### config.mk
export PLATFORM = sky130hd
export DESIGN_NAME = xor_checked_frame_receiver
export DESIGN_NICKNAME = d
export VERILOG_FILES = /design/src/hdl/xcfr_pkg.sv /design/src/hdl/xcfr_parser.sv /design/src/hdl/xor_checked_frame_receiver.sv
export SDC_FILE = /design/constraint.sdc
export NUM_CORES = 1
export LEC_CHECK = 0
export ABC_AREA = 1
export BUFFER_PORTS_ARGS = -buffer_cell sky130_fd_sc_hd__buf_2
export CAP_MARGIN = 40
export CORE_AREA = 3 3 91 93
export DETAILED_ROUTE_END_ITERATION = 10
export DIE_AREA = 0 0 94 96
export PLACE_DENSITY_LB_ADDON = 0.3
export SLEW_MARGIN = 20
export SYNTH_ARGS = -nofsm -noshare
export SYNTH_HDL_FRONTEND = slang
export SYNTH_SLANG_ARGS = --single-unit
### constraint.sdc
create_clock -name clk -period 4.25 [get_ports clk]
set_input_delay 0.85 -clock clk [delete_from_list [all_inputs] [get_ports clk]]
set_output_delay 0.85 -clock clk [all_outputs]
set_load 0.02 [all_outputs]
### src/hdl/xcfr_pkg.sv
// Package for the XOR-checked frame receiver.
// Holds the frame constants and the result type shared by the parser and the top level.
// Has no dependencies.
package xcfr_pkg;

	localparam logic [7:0] START_BYTE = 8'h96;
	localparam logic [7:0] SET_BIT    = 8'h01;

	typedef struct packed {
		logic        frame_ok;
		logic        is_set;
		logic [7:0]  command_byte;
		logic [7:0]  message_id;
		logic [31:0] payload_word;
	} result_t;

endpackage

### src/hdl/xcfr_parser.sv
// Frame parser: hunts for the start byte, collects the frame fields and the running XOR.
// Produces the result for the checksum byte combinationally from the held frame state.
// Depends on xcfr_pkg.
module xcfr_parser #(
	parameter int PAYLOAD_BYTES = 4
) (
	input  logic             clk,
	input  logic             arst_n,
	input  logic             byte_take,
	input  logic [7:0]       byte_in,
	output logic             result_hit,
	output xcfr_pkg::result_t result
);
	import xcfr_pkg::*;

	localparam int PosW = $clog2(PAYLOAD_BYTES + 4);
	localparam logic [PosW-1:0] CheckPos = PosW'(3 + PAYLOAD_BYTES);
	localparam logic [PosW-1:0] CmdPos   = PosW'(1);
	localparam logic [PosW-1:0] IdPos    = PosW'(2);

	logic            in_frame_q;
	logic [PosW-1:0] pos_q;
	logic [7:0]      xor_q;
	logic [7:0]      command_q;
	logic [7:0]      id_q;
	logic [31:0]     payload_q;

	assign result_hit = in_frame_q && (pos_q >= CheckPos);

	always_comb begin
		result.frame_ok     = (xor_q == byte_in);
		result.is_set       = |(command_q & SET_BIT);
		result.command_byte = command_q;
		result.message_id   = id_q;
		result.payload_word = payload_q;
	end

	always_ff @(posedge clk or negedge arst_n) begin
		if (!arst_n) begin
			in_frame_q <= 1'b0;
			pos_q      <= '0;
		end else if (byte_take) begin
			if (!in_frame_q) begin
				if (byte_in == START_BYTE) begin
					in_frame_q <= 1'b1;
					pos_q      <= PosW'(1);
				end
			end else if (result_hit) begin
				in_frame_q <= 1'b0;
				pos_q      <= '0;
			end else begin
				pos_q <= pos_q + PosW'(1);
			end
		end
	end

	// Frame fields are cleared at the start byte, so they need no reset.
	always_ff @(posedge clk) begin
		if (byte_take) begin
			if (!in_frame_q) begin
				if (byte_in == START_BYTE) begin
					xor_q     <= byte_in;
					command_q <= '0;
					id_q      <= '0;
					payload_q <= '0;
				end
			end else if (!result_hit) begin
				xor_q <= xor_q ^ byte_in;
				if (pos_q == CmdPos) begin
					command_q <= byte_in;
				end
				if (pos_q == IdPos) begin
					id_q <= byte_in;
				end
				// Payload bytes beyond the fourth only enter the XOR.
				for (int i = 0; i < 4; i++) begin
					if (pos_q == PosW'(3 + i) && i < PAYLOAD_BYTES) begin
						payload_q[i*8 +: 8] <= byte_in;
					end
				end
			end
		end
	end

endmodule

### src/hdl/xor_checked_frame_receiver.sv
// XOR-checked frame receiver: one byte per item in, one result item per complete frame out.
// Path: a checksum byte is held in the input register, and its result is registered in res_q.
// Throughput: one byte per cycle; the input register stalls only while a result is
// waiting to be taken and the byte in it is a checksum byte.
// Reset: arst_n clears the frame state to hunting and empties both registers.
// Depends on xcfr_pkg and xcfr_parser.
module xor_checked_frame_receiver #(
	parameter int PAYLOAD_BYTES = 4
) (
	input  logic        clk,
	input  logic        arst_n,
	input  logic        rx_valid,
	output logic        rx_stall,
	input  logic [7:0]  rx_byte,
	output logic        res_valid,
	input  logic        res_stall,
	output logic        frame_ok,
	output logic        is_set,
	output logic [7:0]  command_byte,
	output logic [7:0]  message_id,
	output logic [31:0] payload_word
);
	import xcfr_pkg::*;

	logic       valid_s1;
	logic [7:0] byte_s1;
	logic       res_valid_q;
	result_t    res_q;
	logic       out_free;
	logic       hit;
	logic       take_s1;
	result_t    parsed;

	xcfr_parser #(
		.PAYLOAD_BYTES(PAYLOAD_BYTES)
	) u_parser (
		.clk       (clk),
		.arst_n    (arst_n),
		.byte_take (take_s1),
		.byte_in   (byte_s1),
		.result_hit(hit),
		.result    (parsed)
	);

	assign out_free = !res_valid_q || !res_stall;
	// A byte that makes no result never waits on the output side.
	assign take_s1  = valid_s1 && (!hit || out_free);
	assign rx_stall = valid_s1 && !take_s1;

	always_ff @(posedge clk or negedge arst_n) begin
		if (!arst_n) begin
			valid_s1 <= 1'b0;
		end else if (!rx_stall) begin
			valid_s1 <= rx_valid;
		end
	end

	always_ff @(posedge clk) begin
		if (!rx_stall && rx_valid) begin
			byte_s1 <= rx_byte;
		end
	end

	always_ff @(posedge clk or negedge arst_n) begin
		if (!arst_n) begin
			res_valid_q <= 1'b0;
		end else if (out_free) begin
			res_valid_q <= take_s1 && hit;
		end
	end

	always_ff @(posedge clk) begin
		if (out_free && take_s1 && hit) begin
			res_q <= parsed;
		end
	end

	assign res_valid    = res_valid_q;
	assign frame_ok     = res_q.frame_ok;
	assign is_set       = res_q.is_set;
	assign command_byte = res_q.command_byte;
	assign message_id   = res_q.message_id;
	assign payload_word = res_q.payload_word;

endmodule

## Yosys cells after proc, flatten, opt, wreduce, memory -nomap -nowiden

Index checks and enable logic that the tools add are counted.

- Register bits: 120
- Bits of input ports: 12
- Logic and storage cells: 81

- Add/sub/neg operators: 1
- $lt $le $gt $ge: 1
- Equality and inequality tests: 15
- Mux-type cells: 23
- Bitwise logic cells: 1
- Reduce and logical (&&, ||, !) cells: 23

Operator list:

| kind | count |
|---|---|
| 2-to-1 mux 8 bit | 14 |
| 2-to-1 mux 32 bit | 3 |
| AND reduction 4 bit | 6 |
| != test 2 bit, second input constant | 7 |
| equality test 3 bit, second input constant | 3 |
| 2-to-1 mux 3 bit | 3 |
| equality test 8 bit | 1 |
| equality test 8 bit, second input constant | 1 |
| bitwise XOR 8 bit | 1 |
| logical AND 1 bit | 7 |
| equality test 3 x 2 -> 1 bit, second input constant | 2 |
| logical NOT 1 bit | 5 |
| adder 3 x 1 -> 3 bit, second input constant | 1 |
| equality test 3 x 1 -> 1 bit, second input constant | 1 |
| >= comparator 3 bit, second input constant | 1 |
| 2-to-1 mux 1 bit | 3 |
| AND reduction 3 bit | 1 |
| logical OR 1 bit | 2 |
| AND reduction 2 bit | 1 |
| nonzero test 2 bit | 1 |

## Longest topological paths before layout

- Depth in word-level cells: 9
- Gate-level depth with buffers: 9
- Gate-level depth less buffers: 9

## Modules after synthesis

Synthesis repeated with hierarchy kept, for this count alone.

- Cells, all modules: 246
- Area total of the unflattened synthesis: 4215.3 sq um

Modules (own cells, without submodules):

| module | instances | cells an instance | area each (sq um) | sequential area each (sq um) |
|---|---|---|---|---|
| xcfr_parser | 1 | 174 | 2367.3 | 1781.7 |
| xor_checked_frame_receiver | 1 | 72 | 1848.0 | 1791.7 |

## Worst setup path after synthesis

OpenSTA, ideal clock, no wires.

- Path type: input -> register
- Start point: input res_stall
- End point: register res_q, in the netlist command_byte[0] (enable)
- Setup time: 0.456 ns
- Arrival: 3.261 ns
- Data required time: 3.794 ns
- Setup slack: 0.533 ns
- Stages on the path: 5
- Buffers on the path: 0
- Path through: nand2_1 inv_1 nand3_4 nand2_1 nor2_1

- Cells in the longest elaborated chain, start to end: 6

RTL lines:

| what | line | source |
|---|---|---|
| start: declaration | xor_checked_frame_receiver.sv:16 | `input logic res_stall,` |
| logical NOT 1 bit * | xor_checked_frame_receiver.sv:45 | `assign out_free = !res_valid_q \|\| !res_stall;` |
| logical OR 1 bit * | xor_checked_frame_receiver.sv:45 |  |
| logical OR 1 bit | xor_checked_frame_receiver.sv:47 | `assign take_s1 = valid_s1 && (!hit \|\| out_free);` |
| logical AND 1 bit | xor_checked_frame_receiver.sv:47 |  |
| logical AND 1 bit * (2 in a row) | xor_checked_frame_receiver.sv:73 | `if (out_free && take_s1 && hit) begin` |
| end signal: assignment | xor_checked_frame_receiver.sv:74 | `res_q <= parsed;` |
| end: declaration | xor_checked_frame_receiver.sv:28 | `result_t res_q;` |

Every way passes the cells marked *; elsewhere a longest branch is shown, timed or not.
A chain may end at the register's enable or synchronous reset.

## Final worst setup path

- Start point: register u_parser.pos_q[0]
- End point: output rx_stall

- Cells in the longest elaborated chain, start to end: 7

RTL lines:

| what | line | source |
|---|---|---|
| start: declaration | xcfr_parser.sv:22 | `logic [PosW-1:0] pos_q;` |
| start signal: assignment | xcfr_parser.sv:46 | `pos_q <= PosW'(1);` |
| start signal: assignment | xcfr_parser.sv:52 | `pos_q <= pos_q + PosW'(1);` |
| >= comparator 3 bit | xcfr_parser.sv:28 | `assign result_hit = in_frame_q && (pos_q >= CheckPos);` |
| logical AND 1 bit | xcfr_parser.sv:28 |  |
| logical NOT 1 bit | n/a |  |
| logical OR 1 bit | xor_checked_frame_receiver.sv:47 |  |
| logical AND 1 bit | xor_checked_frame_receiver.sv:47 |  |
| logical NOT 1 bit | xor_checked_frame_receiver.sv:48 | `assign rx_stall = valid_s1 && !take_s1;` |
| logical AND 1 bit | xor_checked_frame_receiver.sv:48 |  |
| end: declaration | xor_checked_frame_receiver.sv:13 | `output logic rx_stall,` |

Every way passes these cells.

==> out/summary.txt <==
Crit path largest cell delay - 450 ps
Seq/Total Area, Yosys - 83.8%
R2R setup slack - 1450 ps
Clk pin slew, worst setup/hold paths - 60 ps
Mapped Nets - 265
crit end category - primary output
Synth warnings - 0
first-pass GRT wire length - 10,200 microns
Netlist Area Pre-Place - 0.00423 sq mm
Iteration-0 DRC Markers - 127
commonest non-fill, non-tap cells in the layout - edfxtp_1 (113), buf_2 (63), nand2_1 (38)
Max Fclk - 0.347 GHz
CTS root buf - clkbuf_8
Routed WL - 6520 microns
most common library cell in the layout ignoring fill and taps - edfxtp_1
synthesis-to-layout area growth - 23.8%
largest net degree at the start of global routing - 30
CORE AREA - 0.00761 sq mm
crit-path max FO - 6
RSZ-0062 raised after global routing - no
CTS max path bufs - 2
Pwr Total - 2.89 mW
period utilization - 67.9%
cts-stage hold buffer count - 0
final max-slew violation count - 0
CP top delay family - flip-flops
final hold vios - 0
synth unique cells - 21
Leakage - 2.15 nW
CTS tree - yes
DRT Pass-1 Iters - 5
Hold WS - 158 ps
Initial Utilization - 55.6%
Chip Width - 94 microns
DRC Markers - 0
antenna-violating nets left - 0
I/O pin count - 64
port bufs - 63
Worst Hold Class - in2async
Worst setup SP type - flop
worst vdd ir - 0.000367 V
status - complete, no violations
clk sinks - 119
grt ovf - 0
WP data required - 3400 ps
post-route worst setup slack - 1370 ps
critical setup path kind - reg2out
Worst Skew - 10.0 ps
insertion delay to the later sink of the worst-skew pair - 510 ps
setup violators final - 0
max cap viols - 0
DP HPWL - 4290 microns
initial antenna violation count - 0
Std-Cell Rows - 32
Avg WL per Cell - 14.8 microns
Num CTS Buffers - 17
TNS Setup - 0 ps
Inserted Diodes - 0
Relative slew margins - 48.9%
full die area - 0.00902 sq mm
area taken by multi-input logic gates - 543 sq um
Power Density - 553 mW/mm^2
Least-Margin Pin Slew - 764 ps
Seq. cell area - 0.00354 sq mm
NumNets Final - 344
Fill cells - 512
RD Place Congestion - 0.851
Buf+Inv Stages, Crit Path - 4
CP Data Arrival Time - 2030 ps
Avg Inst Size Synth - 17.1 sq um
CP cell instances - ha_1 -> ha_1 -> inv_1 -> nand2_2 -> nand2_4 -> clkinv_1 -> nand3_2 -> inv_1 -> buf_2
Die Ht - 96 microns
Cells after Synth - 247
H-tree depth - 4
R2R Path Start - u_parser.in_frame_q
worst r2r dst - u_parser.payload_q[27]
min Tclk post-route - 2890 ps
FF+latch count, synth - 119
CP max-delay cell - dfrtp_1
worst slack, placed - 1440 ps
share of layout cells above drive strength 1 - 31.0%
vias - 2,133
Vias per Instance - 4.84
R2R cell count - 4
worst setup path startpoint - u_parser.pos_q[0]
postcts setup bufs - 0
number of global-route vias before repair - 2,018
cts repair resizes - 0
GRT Total Usage - 16.1%
[per-stage QoR]
step | cell area, sq um | utilization [%] | instances
global placement | 4650 | 61.2 | 409
CTS | 5240 | 68.8 | 441
floorplan | 4230 | - | 247
detailed placement | 4650 | 61.2 | 409
global route | 5240 | 68.8 | 441
finish | 5240 | 68.8 | 441
[cell usage after synthesis, drive strengths merged]
cell type | count | area, sq um
nand3 | 7 | 62.6
nor2 | 15 | 56.3
xor2 | 4 | 35.0
buf | 4 | 35.0
ha | 6 | 75.1
inv | 29 | 109
dfrtp | 6 | 150
clkinv | 2 | 7.51
xnor2 | 4 | 35.0
edfxtp | 113 | 3390
nand2 | 41 | 171
nand4 | 4 | 40.0
o21ai | 7 | 35.0
a21oi | 5 | 25.0
[area by class of cell]
class,instances,area share [%]
flip-flops and latches,119,67.7
multi-input cells,93,10.4
clock buffers,17,7.91
repair buffers,64,6.17
clock inverters,15,3.20
well taps,102,2.44
inverters,31,2.22
[kinds of logic after synthesis]
logic type | synth area share [%]
AND/OR/NAND/NOR | 7.81
AO/OA/AOI/OAI | 1.42
XOR/XNOR | 1.66
buffers and inverters | 3.58
flip-flops | 83.8
adder cells (fa/ha/maj) | 1.77
[per-layer routing]
| layer | up-vias | global-route usage, % | wire length, microns |
|---|---|---|---|
| met5 | - | 0 | 0 |
| met4 | 0 | 8.18 | 108 |
| met3 | 10 | 6.33 | 412 |
| met2 | 88 | 26.2 | 3270 |
| met1 | 1007 | 18.8 | 2730 |
| li1 | 1028 | - | - |
[sequential cells by signal (all words and copies together) (netlist names), 3 cells and up]
signal / flops
u_parser.id_q: 8
u_parser.pos_q: 3
byte_s1: 8
u_parser.command_q: 8
payload_word: 32
u_parser.xor_q: 8
message_id: 8
u_parser.payload_q: 32
command_byte: 8
[worst max path at each step]
stage                        endpoint  slack (ps)  cells past startpoint
3_3_place_gp    u_parser.payload_q[9]        1570                      4
3_5_place_dp   u_parser.payload_q[30]        1440                      4
5_1_grt        u_parser.payload_q[28]        1200                      4
4_1_cts                      rx_stall        1330                      9
2_1_floorplan         command_byte[0]         530                      5
6_report                     rx_stall        1370                      9
[power breakdown]
group | internal, mW | switching, mW | leakage (nW)
logic | 0.0386 | 0.0939 | 0.750
clock network | 0.846 | 0.525 | 0.274
registers | 1.35 | 0.0400 | 1.12
total | 2.23 | 0.659 | 2.15
No activity file was read; power rests on OpenSTA's default activity.
